**src/ecal_pkg.sv**
```systemverilog
package ecal_pkg;

	// field widths
	localparam int unsigned EpochW = 32;
	localparam int unsigned YearW  = 12;
	localparam int unsigned MonW   = 4;
	localparam int unsigned DayW   = 5;
	localparam int unsigned HourW  = 5;
	localparam int unsigned MinW   = 6;
	localparam int unsigned SecW   = 6;

	// width of the shared compare-subtract unit and of the day count
	localparam int unsigned UnitW  = 16;

	// reciprocals for the divisions: x / 60 = (x * Recip60) >> 37,
	// x / 24 = (x * Recip24) >> 36, exact for every 32-bit x
	localparam logic [EpochW-1:0] Recip60 = 32'h8888_8889;
	localparam logic [EpochW-1:0] Recip24 = 32'hAAAA_AAAB;

	// calendar constants
	localparam logic [YearW-1:0] BaseYear  = 12'd1970;
	localparam logic [YearW-1:0] Year2100  = 12'd2100;
	// four-year blocks start at 1970, 1974, ...; the block at 2098 holds 2100
	localparam logic [YearW-1:0] QuadLimit = 12'd2098;
	localparam logic [UnitW-1:0] QuadDays  = 16'd1461;
	localparam logic [UnitW-1:0] YearDays  = 16'd365;
	localparam logic [UnitW-1:0] LeapDays  = 16'd366;

	// status from the sequencer to the top level
	typedef struct packed {
		logic busy;
		logic done;
	} seq_stat_t;

	// one converted date and time
	typedef struct packed {
		logic [YearW-1:0] year;
		logic [MonW-1:0]  month;
		logic [DayW-1:0]  day;
		logic [HourW-1:0] hour;
		logic [MinW-1:0]  minute;
		logic [SecW-1:0]  second;
	} cal_t;

	// gregorian leap rule over 1970..2106: 2100 is the only century that is not leap
	function automatic logic is_leap(input logic [YearW-1:0] y);
		return (y[1:0] == 2'b00) && (y != Year2100);
	endfunction

	// days in a month, february lengthened in leap years
	function automatic logic [DayW-1:0] month_days(input logic [MonW-1:0] m, input logic leap);
		logic [DayW-1:0] len;
		case (m)
			4'd2: len = leap ? 5'd29 : 5'd28;
			4'd4, 4'd6, 4'd9, 4'd11: len = 5'd30;
			default: len = 5'd31;
		endcase
		return len;
	endfunction

endpackage

```
**src/ecal_sub.sv**
```systemverilog
module ecal_sub (
	input  logic [ecal_pkg::UnitW-1:0] a,
	input  logic [ecal_pkg::UnitW-1:0] b,
	output logic                       ge,
	output logic [ecal_pkg::UnitW-1:0] diff
);

	logic borrow;

	// single subtractor, borrow out gives the compare
	assign {borrow, diff} = {1'b0, a} - {1'b0, b};
	assign ge = ~borrow;

endmodule

```
**src/ecal_seq.sv**
```systemverilog
module ecal_seq (
	input  logic                        clk,
	input  logic                        arst_n,
	input  logic                        start,
	input  logic [ecal_pkg::EpochW-1:0] epoch_seconds,
	input  logic                        take,
	output ecal_pkg::seq_stat_t         stat,
	output ecal_pkg::cal_t              cal
);

	typedef enum logic [5:0] {
		ST_IDLE  = 6'b000001,
		ST_DIV   = 6'b000010,
		ST_QUAD  = 6'b000100,
		ST_YEAR  = 6'b001000,
		ST_MONTH = 6'b010000,
		ST_DONE  = 6'b100000
	} state_t;

	typedef enum logic [1:0] {
		DIV_SEC  = 2'd0,
		DIV_MIN  = 2'd1,
		DIV_HOUR = 2'd2
	} dsel_t;

	state_t                          state_q;
	dsel_t                           dsel_q;
	logic                            rem_phase_q;
	logic [ecal_pkg::EpochW-1:0]     num_q;
	logic [ecal_pkg::EpochW-1:0]     quo_q;
	logic [ecal_pkg::UnitW-1:0]      days_q;
	logic [ecal_pkg::YearW-1:0]      year_q;
	logic [ecal_pkg::MonW-1:0]       mon_q;
	logic [ecal_pkg::DayW-1:0]       mday_q;
	logic [ecal_pkg::HourW-1:0]      hour_q;
	logic [ecal_pkg::MinW-1:0]       min_q;
	logic [ecal_pkg::SecW-1:0]       sec_q;

	logic [ecal_pkg::UnitW-1:0]      unit_a;
	logic [ecal_pkg::UnitW-1:0]      unit_b;
	logic [ecal_pkg::UnitW-1:0]      unit_diff;
	logic                            unit_ge;
	logic                            leap;
	logic                            quad_ok;
	logic [ecal_pkg::EpochW-1:0]     mul_b;
	logic [2*ecal_pkg::EpochW-1:0]   mul_prod;
	logic [ecal_pkg::EpochW-1:0]     quo_next;
	logic [ecal_pkg::SecW-1:0]       rem60;
	logic [ecal_pkg::HourW-1:0]      rem24;

	assign leap = ecal_pkg::is_leap(year_q);

	// operand select for the shared compare-subtract unit
	always_comb begin
		unit_a = days_q;
		unit_b = ecal_pkg::QuadDays;
		case (state_q)
			ST_YEAR: begin
				unit_b = leap ? ecal_pkg::LeapDays : ecal_pkg::YearDays;
			end
			ST_MONTH: begin
				unit_b = {{(ecal_pkg::UnitW-ecal_pkg::DayW){1'b0}},
					ecal_pkg::month_days(mon_q, leap)};
			end
			default: begin
				unit_b = ecal_pkg::QuadDays;
			end
		endcase
	end

	ecal_sub u_sub (
		.a    (unit_a),
		.b    (unit_b),
		.ge   (unit_ge),
		.diff (unit_diff)
	);

	// shared 32x32 reciprocal multiplier for the three divisions
	assign mul_b    = (dsel_q == DIV_HOUR) ? ecal_pkg::Recip24 : ecal_pkg::Recip60;
	assign mul_prod = {{ecal_pkg::EpochW{1'b0}}, num_q} * {{ecal_pkg::EpochW{1'b0}}, mul_b};
	assign quo_next = (dsel_q == DIV_HOUR) ? {4'd0, mul_prod[63:36]} : {5'd0, mul_prod[63:37]};

	// remainders from the low bits only: -60 is 4 mod 64, -24 is 8 mod 32
	assign rem60 = num_q[ecal_pkg::SecW-1:0] + {quo_q[3:0], 2'b00};
	assign rem24 = num_q[ecal_pkg::HourW-1:0] + {quo_q[1:0], 3'b000};

	// a four-year block may be taken only while it holds no year 2100
	assign quad_ok = unit_ge && (year_q < ecal_pkg::QuadLimit);

	// sequencer control
	always_ff @(posedge clk or negedge arst_n) begin
		if (!arst_n) begin
			state_q     <= ST_IDLE;
			dsel_q      <= DIV_SEC;
			rem_phase_q <= 1'b0;
		end else begin
			case (state_q)
				ST_IDLE: begin
					if (start) begin
						state_q     <= ST_DIV;
						dsel_q      <= DIV_SEC;
						rem_phase_q <= 1'b0;
					end
				end
				ST_DIV: begin
					if (!rem_phase_q) begin
						rem_phase_q <= 1'b1;
					end else begin
						rem_phase_q <= 1'b0;
						case (dsel_q)
							DIV_SEC: begin
								dsel_q <= DIV_MIN;
							end
							DIV_MIN: begin
								dsel_q <= DIV_HOUR;
							end
							default: begin
								state_q <= ST_QUAD;
							end
						endcase
					end
				end
				ST_QUAD: begin
					if (!quad_ok) begin
						state_q <= ST_YEAR;
					end
				end
				ST_YEAR: begin
					if (!unit_ge) begin
						state_q <= ST_MONTH;
					end
				end
				ST_MONTH: begin
					if (!unit_ge) begin
						state_q <= ST_DONE;
					end
				end
				ST_DONE: begin
					if (take) begin
						state_q <= ST_IDLE;
					end
				end
				default: begin
					state_q <= ST_IDLE;
				end
			endcase
		end
	end

	// datapath registers
	always_ff @(posedge clk) begin
		case (state_q)
			ST_IDLE: begin
				if (start) begin
					num_q <= epoch_seconds;
				end
			end
			ST_DIV: begin
				if (!rem_phase_q) begin
					quo_q <= quo_next;
				end else begin
					case (dsel_q)
						DIV_SEC: begin
							sec_q <= rem60;
							num_q <= quo_q;
						end
						DIV_MIN: begin
							min_q <= rem60;
							num_q <= quo_q;
						end
						default: begin
							hour_q <= rem24;
							days_q <= quo_q[ecal_pkg::UnitW-1:0];
							year_q <= ecal_pkg::BaseYear;
						end
					endcase
				end
			end
			ST_QUAD: begin
				if (quad_ok) begin
					days_q <= unit_diff;
					year_q <= year_q + 12'd4;
				end
			end
			ST_YEAR: begin
				if (unit_ge) begin
					days_q <= unit_diff;
					year_q <= year_q + 12'd1;
				end else begin
					mon_q <= 4'd1;
				end
			end
			ST_MONTH: begin
				if (unit_ge) begin
					days_q <= unit_diff;
					mon_q  <= mon_q + 4'd1;
				end else begin
					mday_q <= days_q[ecal_pkg::DayW-1:0] + 5'd1;
				end
			end
			default: begin
			end
		endcase
	end

	assign stat.busy  = (state_q != ST_IDLE);
	assign stat.done  = (state_q == ST_DONE);

	assign cal.year   = year_q;
	assign cal.month  = mon_q;
	assign cal.day    = mday_q;
	assign cal.hour   = hour_q;
	assign cal.minute = min_q;
	assign cal.second = sec_q;

endmodule

```
**src/epoch_to_calendar.sv**
```systemverilog
// Unix time to UTC calendar date and time of day.
//
// Input channel: in_valid / in_stall with epoch_seconds, the unsigned count of
// seconds since 1970-01-01 00:00:00 UTC. A request is taken at a rising edge
// with in_valid high and in_stall low. Output channel: out_valid / out_stall
// with year, month, day, hour, minute and second, one result per request.
//
// One request is converted at a time. A shared 32x32 reciprocal multiplier
// splits off second, minute and hour, with a quotient step and a remainder
// step per divisor; a shared compare-subtract unit then takes up to 32
// four-year steps, up to 8 single-year steps and up to 11 month steps, each
// walk ending with one failing compare. in_stall is high from acceptance
// until the result has moved to the output register, so no new request is
// taken while one is being converted.
//
// The result sits in an output register, so a new request is taken as soon
// as the result has moved there, even while out_stall holds it. If out_stall
// keeps the output register full, the next finished result waits inside the
// block and in_stall stays high.
// Reset clears the sequencer and the output valid; no request is in flight.
module epoch_to_calendar (
	input  logic                        clk,
	input  logic                        arst_n,
	input  logic                        in_valid,
	output logic                        in_stall,
	input  logic [ecal_pkg::EpochW-1:0] epoch_seconds,
	output logic                        out_valid,
	input  logic                        out_stall,
	output logic [ecal_pkg::YearW-1:0]  year,
	output logic [ecal_pkg::MonW-1:0]   month,
	output logic [ecal_pkg::DayW-1:0]   day,
	output logic [ecal_pkg::HourW-1:0]  hour,
	output logic [ecal_pkg::MinW-1:0]   minute,
	output logic [ecal_pkg::SecW-1:0]   second
);

	ecal_pkg::seq_stat_t stat;
	ecal_pkg::cal_t      cal;
	ecal_pkg::cal_t      cal_q;
	logic                out_valid_q;
	logic                start;
	logic                take;

	// request handshake
	assign in_stall = stat.busy;
	assign start    = in_valid && !in_stall;

	// move a finished result when the output register is free
	assign take = stat.done && (!out_valid_q || !out_stall);

	ecal_seq u_seq (
		.clk           (clk),
		.arst_n        (arst_n),
		.start         (start),
		.epoch_seconds (epoch_seconds),
		.take          (take),
		.stat          (stat),
		.cal           (cal)
	);

	// output valid
	always_ff @(posedge clk or negedge arst_n) begin
		if (!arst_n) begin
			out_valid_q <= 1'b0;
		end else if (take) begin
			out_valid_q <= 1'b1;
		end else if (!out_stall) begin
			out_valid_q <= 1'b0;
		end
	end

	// output payload
	always_ff @(posedge clk) begin
		if (take) begin
			cal_q <= cal;
		end
	end

	assign out_valid = out_valid_q;
	assign year      = cal_q.year;
	assign month     = cal_q.month;
	assign day       = cal_q.day;
	assign hour      = cal_q.hour;
	assign minute    = cal_q.minute;
	assign second    = cal_q.second;

`ifndef SYNTH
	// a taken request keeps the block busy on the next cycle
	a_busy_after_start: assert property (@(posedge clk) disable iff (!arst_n)
		(in_valid && !in_stall) |=> in_stall)
		else $error("block not busy after taking a request");

	// a finished result moves into an empty output register
	a_load_when_empty: assert property (@(posedge clk) disable iff (!arst_n)
		(stat.done && !out_valid) |=> out_valid)
		else $error("finished result not loaded into empty output register");

	// date fields stay in calendar range
	a_date_range: assert property (@(posedge clk) disable iff (!arst_n)
		out_valid |-> (year >= 12'd1970 && year <= 12'd2106 && month >= 4'd1 &&
			month <= 4'd12 && day != 5'd0))
		else $error("date field out of range");

	// time of day fields stay in range
	a_time_range: assert property (@(posedge clk) disable iff (!arst_n)
		out_valid |-> (hour <= 5'd23 && minute <= 6'd59 && second <= 6'd59))
		else $error("time field out of range");
`endif

endmodule

```
**config.mk**
```make
export PLATFORM = sky130hd
export DESIGN_NAME = epoch_to_calendar
export DESIGN_NICKNAME = d
export VERILOG_FILES = /design/src/ecal_pkg.sv /design/src/ecal_sub.sv /design/src/ecal_seq.sv /design/src/epoch_to_calendar.sv
export SDC_FILE = /design/constraint.sdc
export NUM_CORES = 1
export LEC_CHECK = 0
export ABC_AREA = 1
export CORE_MARGIN = 4
export CORE_UTILIZATION = 40
export CTS_CLUSTER_DIAMETER = 40
export DETAILED_ROUTE_END_ITERATION = 10
export DONT_BUFFER_PORTS = 1
export PLACE_DENSITY_LB_ADDON = 0.3
export SYNTH_ARGS = -nofsm -noshare
export SYNTH_HDL_FRONTEND = slang
export SYNTH_HIERARCHICAL = 1
export SYNTH_SLANG_ARGS = --single-unit
```
**constraint.sdc**
```tcl
create_clock -name clk -period 6.8 [get_ports clk]
set_input_delay 1.36 -clock clk [delete_from_list [all_inputs] [get_ports clk]]
set_output_delay 1.36 -clock clk [all_outputs]
set_load 0.05 [all_outputs]
```
# Word-level counts from Yosys, hierarchy flattened
# Cells that the tools add are included.
totals:
  word_cells: 130
  ff_bits: 166
  input_bits: 36
  out_inout_bits: 40
classes:
  order_cmp: 1
  n_mul: 1
  reduce_logical: 29
  n_mux: 40
  add_sub_neg: 7
  n_eq_ne: 29
  n_bitwise: 3
ops:
  columns: ["operator", "count"]
  rows:
  - ["32-bit two-way mux", 3]
  - ["32-bit by 32-bit multiplier with 64-bit output", 1]
  - ["16-bit two-way mux", 4]
  - ["32-bit case mux with 2 select lines", 1]
  - ["12-bit two-way mux", 4]
  - ["16-bit case mux with 3 select lines", 1]
  - ["6-bit two-way mux", 7]
  - ["12-bit case mux with 3 select lines", 1]
  - ["6-bit case mux with 6 select lines", 1]
  - ["16-bit case mux with 2 select lines", 1]
  - ["30-bit two-way mux", 1]
  - ["27-bit two-way mux", 1]
  - ["2-bit != test (second input constant)", 9]
  - ["16-bit by 16-bit subtractor with 17-bit output", 1]
  - ["12-bit by 1-bit adder with 12-bit output (second input constant)", 1]
  - ["12-bit by 3-bit adder with 12-bit output (second input constant)", 1]
  - ["12-bit < comparator (second input constant)", 1]
  - ["12-bit != test (second input constant)", 1]
  - ["3-bit AND reduction", 4]
  - ["5-bit case mux with 2 select lines", 1]
  - ["5-bit AND reduction", 2]
  - ["4-bit by 3-bit == test with 1-bit output (second input constant)", 2]
  - ["4-bit == test (second input constant)", 2]
  - ["4-bit two-way mux", 2]
  - ["33 further kinds", 57]

# Depth between registers and ports, before layout
depth:
  depth_word: 10
  depth_mapped: 42
  mapped_depth_nobuf: 42

# Hierarchy
# Netlist, hierarchy kept.
modules_own_cells:
  columns: ["module", "seq_area_each_um2", "cells_per_inst", "area_each_um2", "instances"]
  rows:
  - ["ecal_seq", 3649.8, 3078, 25544.5, 1]
  - ["epoch_to_calendar", 1166.1, 45, 1193.6, 1]
  - ["ecal_sub", 0.0, 206, 1032.2, 1]

# Worst setup path before layout
# No wires, ideal clock.
synth_path:
  path_kind: "reg-to-reg"
  from: "register u_seq.dsel_q[1]"
  to: "register u_seq/quo_q[0] in the netlist's numbering, data pin"
  setup_time_ns: 0.253
  period_less_slack_ns: 6.832
  required_ns: 6.547
  setup_slack_ns: -0.032
  arrival_time_ns: 6.579
  stages_incl_launch_ff: 30
  n_path_buf: 3
  cell_sequence: "dfrtp_1 -> nand2_4 -> buf_6 -> buf_2 -> inv_1 -> buf_2 -> nand2_1 -> inv_1 -> ha_1 -> fa_1 -> inv_1 -> fa_1 -> fa_1 -> inv_1 -> fa_1 -> fa_1 -> fa_1 -> inv_1 -> fa_1 -> inv_1 -> ha_1 -> a21oi_1 -> o21ai_0 -> a21oi_1 -> nand2_1 -> a21oi_1 -> nand2_1 -> or2_2 -> nand3_1 -> nand2_1"
synth_via:
  elab_chain_cells: 4
synth_lines:
  columns: ["item", "line", "source"]
  rows:
  - ["from (decl)", "ecal_seq.sv:27", "dsel_t dsel_q;"]
  - ["from (signal assigned)", "ecal_seq.sv:94", "dsel_q <= DIV_SEC;"]
  - ["from (signal assigned)", "ecal_seq.sv:101", "dsel_q <= DIV_SEC;"]
  - ["from (signal assigned)", "ecal_seq.sv:112", "dsel_q <= DIV_MIN;"]
  - ["2-bit == test (*)", "ecal_seq.sv:79, ecal_seq.sv:81", null]
  - ["30-bit two-way mux", "ecal_seq.sv:79", "assign mul_b = (dsel_q == DIV_HOUR) ? ecal_pkg::Recip24 : ecal_pkg::Recip60;"]
  - ["32-bit by 32-bit multiplier with 64-bit output", "ecal_seq.sv:80", "assign mul_prod = {{ecal_pkg::EpochW{1'b0}}, num_q} * {{ecal_pkg::EpochW{1'b0}}, mul_b};"]
  - ["27-bit two-way mux (*)", "ecal_seq.sv:81", "assign quo_next = (dsel_q == DIV_HOUR) ? {4'd0, mul_prod[63:36]} : {5'd0, mul_prod[63:37]};"]
  - ["named net u_seq.quo_next (one bit)", "ecal_seq.sv:47", "logic [ecal_pkg::EpochW-1:0] quo_next;"]
  - ["to (signal assigned)", "ecal_seq.sv:160", "quo_q <= quo_next;"]
  - ["to (decl)", "ecal_seq.sv:30", "logic [ecal_pkg::EpochW-1:0] quo_q;"]
# Mark *: on every way through the listed nets, which the timed path passes. The rest lies on a longest branch.
# A chain may end at the register's enable or synchronous reset.

# Final worst setup path
layout_path:
  from: "register u_seq.dsel_q[0]"
  to: "register u_seq/quo_q[18] in the netlist's numbering, data pin"
# Same word-level chain as after synthesis.

==> PnR_summary.wiki <==
{| class="wikitable"
! Metric !! Value
|-
| Violations in the final reports || negative setup slack
|-
| Worst Hold Margin || around 0.41 ns
|-
| Worst Setup End Kind || flop
|-
| Number of max-slew violations in the final report || 0
|-
| DP HPWL || 81200 µm
|-
| Number of hold violations in the final report || 0
|-
| WP data required || roughly 7.1 ns
|-
| Latest clock arrival within the worst-skew pair || 0.51 ns
|-
| Async set or reset register ratio after synthesis || between 6 and 7%
|-
| Average via count per standard cell || ~4.9
|-
| Critical path class || flop to flop
|-
| Data arrival at the endpoint of the critical path || 7.21 ns
|-
| Multi-input logic area || around 0.022 mm²
|-
| FILL cells || approximately 6300
|-
| Share of post-route cells with drive strength above 1 || roughly 29%
|-
| Wire length of the first global-routing pass || approximately 140000 µm
|-
| Most frequent cells in the layout || sky130_fd_sc_hd__inv_1, sky130_fd_sc_hd__nand2_1, sky130_fd_sc_hd__buf_4, sky130_fd_sc_hd__fa_1, sky130_fd_sc_hd__ha_1
|-
| Detailed-router iteration count before antenna repair || 6
|-
| CTS tree || done
|-
| I/O pin total || 76
|-
| Final nets || roughly 4600
|-
| Layout Skew || ~0.021 ns
|-
| Total gr overflow || 0
|-
| Post-cts hold buffer count || 0
|-
| Count of flip-flops with a built-in enable after synthesis || roughly 150
|-
| Ant diodes || 0
|-
| Hold crit path type || flop to flop
|-
| Mean routed wirelength per cell || about 20 µm
|-
| Post-synthesis cell count || roughly 3300
|-
| Final routed DRC violation total || 0
|-
| Achievable frequency || between 0.1 and 0.15 GHz
|-
| CTS H-tree depth || 4
|-
| Area taken by flip-flops and latches || 0.00482 mm²
|-
| Combined global-route utilization of all metal layers || between 20 and 30%
|-
| Fraction of the cycle the final worst path needs || 102%
|-
| Number of warning messages in the yosys log || 6
|-
| Layout overhead on the synthesized area || 28.9%
|-
| Primary FF master, synth || sky130_fd_sc_hd__edfxtp_1
|-
| Sequential-to-total area share from yosys stat || roughly 17%
|-
| RSZ-0062 raised after global routing || yes
|-
| Initial standard-cell utilization of the core || about 40%
|-
| Most frequent standard cell in the layout excluding fill and tap cells || sky130_fd_sc_hd__inv_1
|-
| Die ar. || around 0.074 mm²
|-
| Number of cells in the finished layout apart from fillers || 4738
|-
| Antenna-violating nets left || 0
|-
| Final setup violation count || 22
|-
| Max-cap violations || 0
|-
| Drt first-iter violations || roughly 1800
|-
| Initial antenna violation count || 1
|-
| Slowest stage cell on the critical path || sky130_fd_sc_hd__fa_1
|-
| Critical path peak fanout || 6
|-
| Post-placement cell count || 4648
|-
| Clock slew seen by the registers of the worst setup and hold paths || approximately 0.080 ns
|-
| CTS sink cnt || between 150 and 200
|-
| Status || finished with violations
|-
| Vias post-DR || between 20000 and 25000
|-
| Root buffer cell || sky130_fd_sc_hd__clkbuf_16
|-
| Detailed-route wire length || 94400 µm
|-
| Min Clock Period, post-route || 6.95 ns
|-
| CP peak stage delay || around 0.54 ns
|-
| Relative slew slack || between 30% and 40%
|-
| Startpoint types || flop
|-
| Unique masters post-synth || 57
|-
| Measured slew at the worst slew-check pin || ~0.98 ns
|-
| Number of port buffers || 0
|-
| Post-synthesis cell area || roughly 0.028 mm²
|-
| TritonCTS buffer count || 17
|-
| Number of flip-flops and latches in the synthesized netlist || roughly 160
|-
| Die Span X || between 200 and 300 µm
|-
| Number of global-route vias before repair || 23534
|-
| Fin worst setup slack || -0.153 ns
|-
| Vertical extent of the die || 271 µm
|-
| Cell repeated most along the worst path || sky130_fd_sc_hd__inv_2
|-
| Number of buffers on the longest clock path || 2
|-
| Std cell rows || between 90 and 100
|-
| Avg Inst Size Synth || 8.34 µm²
|-
| Maximum number of pins on one net before global-route repair || between 50 and 60
|-
| Weighted congestion reported at the end of routability-driven placement || a little over 1
|-
| Core Footprint || approximately 0.069 mm²
|-
| Final core utilization || 52.1%
|}
## timing repair
action,in CTS,in global routing
endpoints found under the setup margin,28,28
pin swaps,70,120
cloned,3,0
buffers inserted,28,31
gates resized for setup,322,409
## layout make-up
class | count | area share (%)
Multi-Input combinational cell | 2144 | 60.6
Sequential cell | 162 | 13.5
Inverter | 1007 | 10.7
Timing Repair Buffer | 462 | 10.3
Tap cell | 931 | 3.25
Clock buffer | 17 | 1.19
Clock inverter | 15 | 0.507
## metrics by stage
stage | setup WS, ns | instance area, µm² | setup TNS, ns
final | -0.153 | 35800 | -1.44
after detailed placement | -0.519 | 31900 | -10.11
after global routing | -0.356 | 35800 | -7.47
after global placement | -0.506 | 31900 | -9.89
after floorplan | 0.0192 | 27800 | 0
after CTS | -0.119 | 34000 | -1.10
## cell families (layout without fill, tap and decap cells)
logic type      Yosys count  in the layout  share of synthesized area, %
simple gates           1055           1055                          16.4
buf+inv                1028           1501                          14.0
fa+ha+maj               785            785                          45.9
compound gates          259            259                          5.16
flops                   162            162                          17.3
xor+xnor                 38             38                          1.20
other cells               2              7                        0.0270
## worst paths after layout
check                           slack [ns]  depth (start not counted)          endpoint             from
worst max-delay path                 -0.15                         36   u_seq/quo_q[18]  u_seq/dsel_q[0]
max in group asynchronous             6.08                          0  u_seq/state_q[0]           arst_n
worst max register to register       -0.15                         36   u_seq/quo_q[18]  u_seq/dsel_q[0]
worst min-delay path                  0.41                          0         minute[3]   u_seq/min_q[3]
min in group asynchronous             0.55                          0   u_seq/dsel_q[0]           arst_n
worst min register to register        0.41                          0         minute[3]   u_seq/min_q[3]
## worst max-delay path: cells and delay by family, from the launching register on
kind	cells	cell delay [ns]
adder cells (fa/ha/maj)	8	3.55
buffers and inverters	13	1.18
AND/OR/NAND/NOR	11	1.04
flip-flops	1	0.39
AO/OA/AOI/OAI	3	0.36
XOR/XNOR	1	0.18
## layer usage
metal	up-vias	wire [µm]	track usage, %	part of all wire [%]
met5	-	17	0	0.018
met4	2	3920	8.77	4.1
met2	779	45800	43.1	48
met1	11313	38900	33.0	41
met3	168	5800	4.27	6.1
li1	11009	-	-	-
## cells in the mapped netlist, types with 13 or more instances
| cell type | n | area (µm²) |
|---|---|---|
| sky130_fd_sc_hd__inv_2 | 17 | 63.8 |
| sky130_fd_sc_hd__nand2_1 | 595 | 2230 |
| sky130_fd_sc_hd__edfxtp_1 | 152 | 4560 |
| sky130_fd_sc_hd__nor2_2 | 13 | 81.3 |
| sky130_fd_sc_hd__a21oi_1 | 105 | 526 |
| sky130_fd_sc_hd__ha_1 | 395 | 4940 |
| sky130_fd_sc_hd__fa_1 | 390 | 7810 |
| sky130_fd_sc_hd__nor2_1 | 232 | 871 |
| sky130_fd_sc_hd__nand3_1 | 114 | 571 |
| sky130_fd_sc_hd__o21ai_0 | 100 | 500 |
| sky130_fd_sc_hd__nand2_2 | 15 | 93.8 |
| sky130_fd_sc_hd__xor2_1 | 26 | 228 |
| sky130_fd_sc_hd__o21bai_1 | 16 | 120 |
| sky130_fd_sc_hd__inv_1 | 989 | 3710 |
## sequential cells by signal, summed over array words and instances (netlist names)
signal,count
minute,6
hour,5
year,12
out_valid,1
day,5
u_seq/mday_q,5
u_seq/num_q,32
u_seq/days_q,16
u_seq/rem_phase_q,1
u_seq/hour_q,5
u_seq/dsel_q,2
u_seq/year_q,12
u_seq/min_q,6
u_seq/quo_q,28
u_seq/state_q,6
u_seq/sec_q,6
u_seq/mon_q,4
month,4
second,6
Power is not shown: default switching activity piles up to over one toggle a cycle in this logic, so the estimate is an artifact.
